File: config.mk
export PLATFORM = sky130hd
export DESIGN_NAME = sync_word_packet_receiver_top
export DESIGN_NICKNAME = d
export VERILOG_FILES = /design/src/design/swpr_pkg.sv /design/src/design/swpr_body_ram.sv /design/src/design/swpr_ctrl.sv /design/src/design/sync_word_packet_receiver_top.sv
export SDC_FILE = /design/constraint.sdc
export NUM_CORES = 1
export LEC_CHECK = 0
export BUFFER_PORTS_ARGS = -buffer_cell sky130_fd_sc_hd__buf_2
export CORE_AREA = 2 2 267 269
export CTS_BUF_LIST = sky130_fd_sc_hd__clkbuf_8
export DETAILED_ROUTE_END_ITERATION = 16
export DIE_AREA = 0 0 269 271
export GPL_TIMING_DRIVEN = 1
export SYNTH_ARGS = -nofsm -noshare
export SYNTH_HDL_FRONTEND = slang
export SYNTH_SLANG_ARGS = --single-unit
File: constraint.sdc
create_clock -name clk -period 5.73 [get_ports clk]
set_input_delay 0.8595 -clock clk [delete_from_list [all_inputs] [get_ports clk]]
set_output_delay 0.8595 -clock clk [all_outputs]
set_load 0.05 [all_outputs]
File: src/design/swpr_pkg.sv
// Package for the sync word packet receiver: field structs, kind and status
// codes, body store sizing and the memory request bundle.
// No dependencies; every other file refers to it by scoped names.
package swpr_pkg;

  localparam int RECORD_BYTES = 32;
  localparam int BODY_LEN     = RECORD_BYTES + 4;
  localparam int STORE_DEPTH  = 68;
  localparam int STORE_AW     = $clog2(STORE_DEPTH);

  localparam logic [31:0] SYNC_RESET = 32'hDEADBEEF;

  localparam logic [1:0] KIND_BYTE    = 2'd0;
  localparam logic [1:0] KIND_RELEASE = 2'd1;
  localparam logic [1:0] KIND_READ    = 2'd2;

  localparam logic [2:0] ST_SHIFT    = 3'd0;
  localparam logic [2:0] ST_SYNC     = 3'd1;
  localparam logic [2:0] ST_STORED   = 3'd2;
  localparam logic [2:0] ST_GOOD     = 3'd3;
  localparam logic [2:0] ST_BAD      = 3'd4;
  localparam logic [2:0] ST_REFUSED  = 3'd5;
  localparam logic [2:0] ST_RELEASED = 3'd6;
  localparam logic [2:0] ST_READ     = 3'd7;

  typedef struct packed {
    logic [1:0] kind;
    logic [7:0] rx_byte;
    logic [5:0] read_offset;
  } swpr_in_t;

  typedef struct packed {
    logic [2:0]  status;
    logic [7:0]  packet_type;
    logic [15:0] packet_index;
    logic [7:0]  read_byte;
    logic [15:0] bad_checksum_count;
    logic        packet_held;
  } swpr_out_t;

  // Body store access for one accepted word.
  typedef struct packed {
    logic                we;
    logic [STORE_AW-1:0] waddr;
    logic [7:0]          wdata;
    logic                re;
    logic [STORE_AW-1:0] raddr;
  } swpr_mem_req_t;

  // Result of one word apart from the payload byte read from the store.
  typedef struct packed {
    logic [2:0]  status;
    logic [7:0]  packet_type;
    logic [15:0] packet_index;
    logic [15:0] bad_checksum_count;
    logic        packet_held;
    logic        read_sel;
  } swpr_result_t;

endpackage

File: src/design/swpr_body_ram.sv
// Body store of the packet receiver: one write port and one read port with
// a registered read. Depends on swpr_pkg for depth and address width.
module swpr_body_ram (
  input  logic                          clk,
  input  logic                          we,
  input  logic [swpr_pkg::STORE_AW-1:0] waddr,
  input  logic [7:0]                    wdata,
  input  logic                          re,
  input  logic [swpr_pkg::STORE_AW-1:0] raddr,
  output logic [7:0]                    rdata
);

  logic [7:0] mem [swpr_pkg::STORE_DEPTH];

  always_ff @(posedge clk) begin
    if (we) begin
      mem[waddr] <= wdata;
    end
  end

  // Hold the last read while no new read is issued.
  always_ff @(posedge clk) begin
    if (re) begin
      rdata <= mem[raddr];
    end
  end

endmodule

File: src/design/swpr_ctrl.sv
// Framing control of the packet receiver: sync window, body counter,
// running checksum, hold flag, reject counter and header shadow registers.
// Depends on swpr_pkg; drives the body store through swpr_mem_req_t.
module swpr_ctrl (
  input  logic                   clk,
  input  logic                   rst,
  input  logic                   accept,
  input  swpr_pkg::swpr_in_t     item,
  input  logic                   cfg_we,
  input  logic [31:0]            cfg_data,
  output swpr_pkg::swpr_mem_req_t mem_req,
  output swpr_pkg::swpr_result_t  result
);

  logic [31:0]                   sync_word;
  logic [31:0]                   sync_window, sync_window_next;
  logic                          collecting, collecting_next;
  logic [swpr_pkg::STORE_AW-1:0] body_count, body_count_next;
  logic [7:0]                    running_sum, running_sum_next;
  logic                          held_flag, held_flag_next;
  logic [15:0]                   rejected_count, rejected_count_next;
  logic [7:0]                    packet_type, packet_type_next;
  logic [15:0]                   packet_index, packet_index_next;
  logic [2:0]                    status;

  always_comb begin
    sync_window_next    = sync_window;
    collecting_next     = collecting;
    body_count_next     = body_count;
    running_sum_next    = running_sum;
    held_flag_next      = held_flag;
    rejected_count_next = rejected_count;
    status              = swpr_pkg::ST_SHIFT;
    mem_req.we          = 1'b0;
    mem_req.waddr       = body_count;
    mem_req.wdata       = item.rx_byte;
    mem_req.re          = 1'b0;
    mem_req.raddr       = swpr_pkg::STORE_AW'({1'b0, item.read_offset})
                          + swpr_pkg::STORE_AW'(3);
    case (item.kind)
      swpr_pkg::KIND_BYTE: begin
        if (held_flag) begin
          status = swpr_pkg::ST_REFUSED;
        end else if (!collecting) begin
          sync_window_next = {item.rx_byte, sync_window[31:8]};
          if (sync_window_next == sync_word) begin
            collecting_next  = 1'b1;
            body_count_next  = '0;
            running_sum_next = '0;
            status           = swpr_pkg::ST_SYNC;
          end
        end else begin
          mem_req.we = accept;
          if (body_count == swpr_pkg::STORE_AW'(swpr_pkg::BODY_LEN - 1)) begin
            collecting_next = 1'b0;
            body_count_next = '0;
            if (item.rx_byte == running_sum) begin
              held_flag_next = 1'b1;
              status         = swpr_pkg::ST_GOOD;
            end else begin
              rejected_count_next = rejected_count + 16'd1;
              status              = swpr_pkg::ST_BAD;
            end
          end else begin
            body_count_next  = body_count + swpr_pkg::STORE_AW'(1);
            running_sum_next = running_sum + item.rx_byte;
            status           = swpr_pkg::ST_STORED;
          end
        end
      end
      swpr_pkg::KIND_RELEASE: begin
        held_flag_next = 1'b0;
        status         = swpr_pkg::ST_RELEASED;
      end
      swpr_pkg::KIND_READ: begin
        status     = swpr_pkg::ST_READ;
        mem_req.re = accept &&
                     ({1'b0, item.read_offset} < 7'(swpr_pkg::RECORD_BYTES));
      end
      default: begin
        status = swpr_pkg::ST_SHIFT;
      end
    endcase
  end

  // Shadow the header bytes so they are visible on every result.
  always_comb begin
    packet_type_next  = packet_type;
    packet_index_next = packet_index;
    if (mem_req.we) begin
      if (body_count == swpr_pkg::STORE_AW'(0)) begin
        packet_type_next = item.rx_byte;
      end
      if (body_count == swpr_pkg::STORE_AW'(1)) begin
        packet_index_next[7:0] = item.rx_byte;
      end
      if (body_count == swpr_pkg::STORE_AW'(2)) begin
        packet_index_next[15:8] = item.rx_byte;
      end
    end
  end

  always_ff @(posedge clk) begin
    if (rst) begin
      sync_word      <= swpr_pkg::SYNC_RESET;
      sync_window    <= '0;
      collecting     <= 1'b0;
      body_count     <= '0;
      running_sum    <= '0;
      held_flag      <= 1'b0;
      rejected_count <= '0;
    end else begin
      if (cfg_we) begin
        sync_word <= cfg_data;
      end
      if (accept) begin
        sync_window    <= sync_window_next;
        collecting     <= collecting_next;
        body_count     <= body_count_next;
        running_sum    <= running_sum_next;
        held_flag      <= held_flag_next;
        rejected_count <= rejected_count_next;
      end
    end
  end

  always_ff @(posedge clk) begin
    if (accept) begin
      packet_type  <= packet_type_next;
      packet_index <= packet_index_next;
    end
  end

  assign result.status             = status;
  assign result.packet_type        = packet_type_next;
  assign result.packet_index       = packet_index_next;
  assign result.bad_checksum_count = rejected_count_next;
  assign result.packet_held        = held_flag_next;
  assign result.read_sel           = mem_req.re;

endmodule

File: src/design/sync_word_packet_receiver_top.sv
// Top level of the sync word packet receiver: framing control, body store
// and the output register. Depends on swpr_pkg, swpr_ctrl and swpr_body_ram.
//
//   channel   signals                       direction
//   input     in_valid in_stall in_data     word in, stall out
//   output    out_valid out_stall out_data  word out, stall in
//   config    cfg_we cfg_data               sync word write
//
// One word per cycle while in_stall is low. A result appears in the
// cycle after its word is taken; the payload byte comes from the body
// store read issued on that edge. in_stall rises only while a result
// waits and out_stall is high. Reset (rst, synchronous) clears the
// framing state and sets the sync word; the body store is not cleared.
module sync_word_packet_receiver_top (
  input  logic                clk,
  input  logic                rst,
  input  logic                in_valid,
  output logic                in_stall,
  input  swpr_pkg::swpr_in_t  in_data,
  output logic                out_valid,
  input  logic                out_stall,
  output swpr_pkg::swpr_out_t out_data,
  input  logic                cfg_we,
  input  logic [31:0]         cfg_data
);

  logic                    accept;
  swpr_pkg::swpr_mem_req_t mem_req;
  swpr_pkg::swpr_result_t  result;
  swpr_pkg::swpr_result_t  result_q;
  logic [7:0]              rdata;

  assign in_stall = out_valid && out_stall;
  assign accept   = in_valid && !in_stall;

  swpr_ctrl u_ctrl (
    .clk      (clk),
    .rst      (rst),
    .accept   (accept),
    .item     (in_data),
    .cfg_we   (cfg_we),
    .cfg_data (cfg_data),
    .mem_req  (mem_req),
    .result   (result)
  );

  swpr_body_ram u_ram (
    .clk   (clk),
    .we    (mem_req.we),
    .waddr (mem_req.waddr),
    .wdata (mem_req.wdata),
    .re    (mem_req.re),
    .raddr (mem_req.raddr),
    .rdata (rdata)
  );

  always_ff @(posedge clk) begin
    if (rst) begin
      out_valid <= 1'b0;
    end else if (accept) begin
      out_valid <= 1'b1;
    end else if (!out_stall) begin
      out_valid <= 1'b0;
    end
  end

  always_ff @(posedge clk) begin
    if (accept) begin
      result_q <= result;
    end
  end

  assign out_data.status             = result_q.status;
  assign out_data.packet_type        = result_q.packet_type;
  assign out_data.packet_index       = result_q.packet_index;
  assign out_data.read_byte          = result_q.read_sel ? rdata : 8'd0;
  assign out_data.bad_checksum_count = result_q.bad_checksum_count;
  assign out_data.packet_held        = result_q.packet_held;

endmodule

==> impl_metrics.prom <==
# TYPE chip_impl_metric gauge
chip_impl_metric{name="cts-buffers-inserted",unit=""} 109
chip_impl_metric{name="seqPwrFrac",unit="%"} 53.0
chip_impl_metric{name="syn-cell-area",unit="um^2"} 27760
chip_impl_metric{name="worst_path_max_fanout",unit=""} 47
chip_impl_info{name="layout.cells.most_common",value="sky130_fd_sc_hd__edfxtp_1"} 1
chip_impl_metric{name="layout.nets",unit=""} 1789
chip_impl_metric{name="worst_setup_hold_path_clk_slew",unit="ns"} 0.06
chip_impl_info{name="run_status",value="complete, no violations"} 1
chip_impl_info{name="timing.hold.worst_endpoint",value="out_valid$_SDFFE_PP0P_"} 1
chip_impl_metric{name="synth_cells",unit=""} 1577
chip_impl_metric{name="fraction_of_layout_instances_using_a_drive_strength_above_1",unit="%"} 26.26
chip_impl_info{name="reg_to_reg_start",value="u_ctrl.collecting$_SDFFE_PP0P_"} 1
chip_impl_metric{name="synth_nets",unit=""} 1648
chip_impl_info{name="cp-start-kind",value="input pin"} 1
chip_impl_metric{name="postLayoutSetupSlackWorst",unit="ns"} 2.317
chip_impl_metric{name="crit_required",unit="ns"} 6.19
chip_impl_info{name="grt_setup_unrepaired",value="false"} 1
chip_impl_metric{name="max_cap_viol_count",unit=""} 0
chip_impl_metric{name="buffer_ports.inserted",unit=""} 106
chip_impl_metric{name="clkSinkCount",unit=""} 687
chip_impl_info{name="endpoint_kind",value="flip-flop"} 1
chip_impl_metric{name="placed_cells_incl_taps",unit=""} 2547
chip_impl_metric{name="finalSetupTns",unit="ns"} 0
chip_impl_metric{name="post_layout_nonfiller_instances",unit=""} 2751
chip_impl_metric{name="slew_headroom",unit="%"} 19.63
chip_impl_metric{name="fp.coreArea",unit="um^2"} 69790
chip_impl_metric{name="grt_util_met1",unit="%"} 24.18
chip_impl_metric{name="postCtsResizedCells",unit=""} 0
chip_impl_metric{name="clkLatencyLatePin",unit="ns"} 0.74
chip_impl_info{name="dominantRegCellSynth",value="sky130_fd_sc_hd__edfxtp_1"} 1
chip_impl_metric{name="final_setup_viols",unit=""} 0
chip_impl_metric{name="drc",unit=""} 0
chip_impl_metric{name="tightest_slew",unit="ns"} 1.202
chip_impl_metric{name="hold_violations",unit=""} 0
chip_impl_metric{name="number_of_global_route_vias_before_repair",unit=""} 15040
chip_impl_metric{name="grt_remaining_overflow",unit=""} 0
chip_impl_metric{name="yosys_register_bits",unit=""} 687
chip_impl_metric{name="total_power",unit="mW"} 10.35
chip_impl_metric{name="viasPerCell",unit=""} 5.301
chip_impl_metric{name="post_cts_buffers",unit=""} 0
chip_impl_info{name="min_from",value="in_valid"} 1
chip_impl_metric{name="layout_overhead_on_the_synthesized_area",unit="%"} 12.92
chip_impl_metric{name="final_max_slew_viol_count",unit=""} 0
chip_impl_metric{name="routabilityCongestion",unit=""} 0.8176
chip_impl_metric{name="placementRows",unit=""} 97
chip_impl_metric{name="hold_ws",unit="ns"} 0.3589
chip_impl_metric{name="switching_power",unit="mW"} 2.383
chip_impl_metric{name="vdd_ir_drop_max",unit="uV"} 218.7
chip_impl_metric{name="final.setup_skew",unit="ns"} 0.05124
chip_impl_metric{name="synth_area_per_cell",unit="um^2"} 17.60
chip_impl_metric{name="finalInstanceArea",unit="um^2"} 31350
chip_impl_metric{name="swShare",unit="%"} 23.02
chip_impl_metric{name="routed_wirelength",unit="um"} 65160
chip_impl_metric{name="die_y_extent",unit="um"} 271
chip_impl_metric{name="clockPowerShare",unit="%"} 40.5
chip_impl_metric{name="yosys_warnings",unit=""} 0
chip_impl_metric{name="power_frac_comb",unit="%"} 6.5
chip_impl_metric{name="number_of_different_library_cells_in_the_post_synthesis_netlist",unit=""} 62
chip_impl_metric{name="grt_antenna_before_repair",unit=""} 6
chip_impl_metric{name="postPlaceCellArea",unit="um^2"} 29140
chip_impl_metric{name="max_freq",unit="GHz"} 0.2930
chip_impl_info{name="global_route.peak_usage_layer",value="met2"} 1
chip_impl_metric{name="worst-endpoint-arrival",unit="ns"} 3.87
chip_impl_metric{name="leakage",unit="nW"} 10.44
chip_impl_metric{name="htree_num_levels",unit=""} 3
chip_impl_metric{name="async_reset_ff_share",unit="%"} 0
chip_impl_metric{name="dp_hpwl",unit="um"} 40410
chip_impl_metric{name="timing.final.crit_period",unit="ns"} 3.413
chip_impl_metric{name="grt_max_degree",unit=""} 76
chip_impl_metric{name="regToRegSetupSlack",unit="ns"} 2.34
chip_impl_metric{name="globalRouteMet2Util",unit="%"} 28.85
chip_impl_metric{name="wire_per_inst",unit="um"} 23.68
chip_impl_metric{name="clock_path_buffers",unit=""} 3
chip_impl_info{name="min-delay-path-class",value="in2reg"} 1
chip_impl_info{name="worstSetupPathType",value="in2reg"} 1
chip_impl_metric{name="timing.reg2reg.worst_path_depth",unit=""} 5
chip_impl_metric{name="dp_worst_setup_slack",unit="ns"} 1.562
chip_impl_metric{name="gr_layer_usage_met3",unit="%"} 3.968
chip_impl_info{name="layout_common_cells",value="sky130_fd_sc_hd__edfxtp_1, sky130_fd_sc_hd__mux4_2, sky130_fd_sc_hd__nand2_1, sky130_fd_sc_hd__nor2_1, sky130_fd_sc_hd__clkbuf_8"} 1
chip_impl_metric{name="number_of_enable_flip_flop_cells_after_synthesis",unit=""} 597
chip_impl_metric{name="cts_hold_buffers",unit=""} 0
chip_impl_metric{name="boundaryPins",unit=""} 107
chip_impl_metric{name="drt_iter0_drc",unit=""} 1412
chip_impl_metric{name="antenna_violating_nets_post_route",unit=""} 0
chip_impl_info{name="worstReg2RegEnd",value="u_ram.mem[15][2]$_DFFE_PP_"} 1
chip_impl_metric{name="power.density_cell_area",unit="nW/um^2"} 330.3
chip_impl_metric{name="synth-seq-area-share",unit="%"} 71.06
chip_impl_metric{name="final_core_utilization",unit="%"} 44.92
chip_impl_metric{name="route.vias.total",unit=""} 14580
chip_impl_info{name="tritoncts_clock_tree",value="done"} 1
chip_impl_metric{name="die_ar",unit="um^2"} 72900
chip_impl_metric{name="worst_hold_path.num_cells",unit=""} 3
chip_impl_metric{name="internal_power",unit="mW"} 7.971
chip_impl_metric{name="period_share",unit="%"} 59.56
chip_impl_metric{name="detail_route.first_pass.iterations",unit=""} 5
chip_impl_metric{name="grt_util_all_layers",unit="%"} 17.98
chip_impl_metric{name="effective_utilization_at_floorplan",unit="%"} 39.78
chip_impl_metric{name="first_pass_grt_wire_length",unit="um"} 95780
chip_impl_info{name="cts.root.buffer_cell",value="sky130_fd_sc_hd__clkbuf_8"} 1
chip_impl_metric{name="fp.dieW",unit="um"} 269
==> critical path, cell delays in order <==
cell and delay [ns]:
sky130_fd_sc_hd__clkbuf_8 0.48, sky130_fd_sc_hd__inv_1 0.16, sky130_fd_sc_hd__ha_4 0.56, sky130_fd_sc_hd__buf_4 0.39, sky130_fd_sc_hd__mux4_2 0.36, sky130_fd_sc_hd__mux4_2 0.54
sky130_fd_sc_hd__mux2i_1 0.32, sky130_fd_sc_hd__o2111ai_1 0.15
==> worst max path at each step <==
| stage | from | to | slack [ns] | cells past startpoint |
|---|---|---|---|---|
| 2_1_floorplan | in_data[0] | u_ram.rdata[0]$_DFFE_PP_ | 1.99 | 13 |
| 3_3_place_gp | in_data[0] | u_ram.rdata[6]$_DFFE_PP_ | 1.58 | 8 |
| 3_5_place_dp | in_data[0] | u_ram.rdata[6]$_DFFE_PP_ | 1.56 | 6 |
| 4_1_cts | in_data[0] | u_ram.rdata[6]$_DFFE_PP_ | 2.36 | 6 |
| 5_1_grt | in_data[0] | u_ram.rdata[6]$_DFFE_PP_ | 2.18 | 6 |
| 6_report | in_data[0] | u_ram.rdata[7]$_DFFE_PP_ | 2.32 | 8 |
==> cell families after synthesis <==
family / after synthesis / share of synthesized area, %
simple gates: 344 / 5.674
flops: 687 / 71.06
fa+ha+maj: 18 / 0.8382
xor+xnor: 66 / 2.109
compound gates: 108 / 2.564
buf+inv: 127 / 2.636
mux: 227 / 15.12
==> synth_stat cells, drive strengths merged (14+ instances only) <==
library cell  instances  area share (%)
inv                  14            0.19
nand3                22            0.41
mux4                152              12
ha                   17            0.77
a21oi                40            0.72
xor2                 50             1.6
clkbuf               32            0.43
o211ai               18            0.49
nor2                116             1.6
mux2                 18            0.73
xnor2                16            0.50
edfxtp              597              65
nand2               131             1.8
dfxtp                90             6.5
nor3                 14            0.25
mux2i                57             2.1
buf                  80             2.0
==> final cells by class <==
class	count	area (um^2)
tap	940	1176
timing repair buffer	142	822.0
clock buffer	112	1541
fill	6038	38440
clock inverter	90	661.9
multi-input combinational	763	7357
sequential	687	19730
antenna	2	5.005
inverter	15	56.30
==> sequential cells by signal, indices dropped and copies added (netlist names) <==
register and count:
u_ctrl.packet_index 16, u_ram.mem 544, u_ctrl.collecting 1, u_ctrl.packet_type 8, u_ctrl.held_flag 1, out_data 20
u_ctrl.body_count 7, u_ctrl.rejected_count 16, u_ctrl.sync_word 32, u_ram.rdata 8, result_q 1, out_valid 1
u_ctrl.running_sum 8, u_ctrl.sync_window 24
==> routing by layer <==
| metal | wire length (um) | vias to the layer above |
|---|---|---|
| li1 | - | 6430 |
| met1 | 27190 | 7547 |
| met2 | 31740 | 507 |
| met3 | 4794 | 99 |
| met4 | 1437 | 0 |
| met5 | 0 | - |
==> power groups by stage <==
stage	combinational, mW	clock [mW]	sequential, mW
global route	0.726	4.51	5.49
detailed placement	0.683	0	5.59
global placement	0.675	0	5.59
floorplan	0.439	0	5.58
finish	0.677	4.19	5.49
CTS	0.686	4.30	5.49
(Power assumes the default switching activity.)
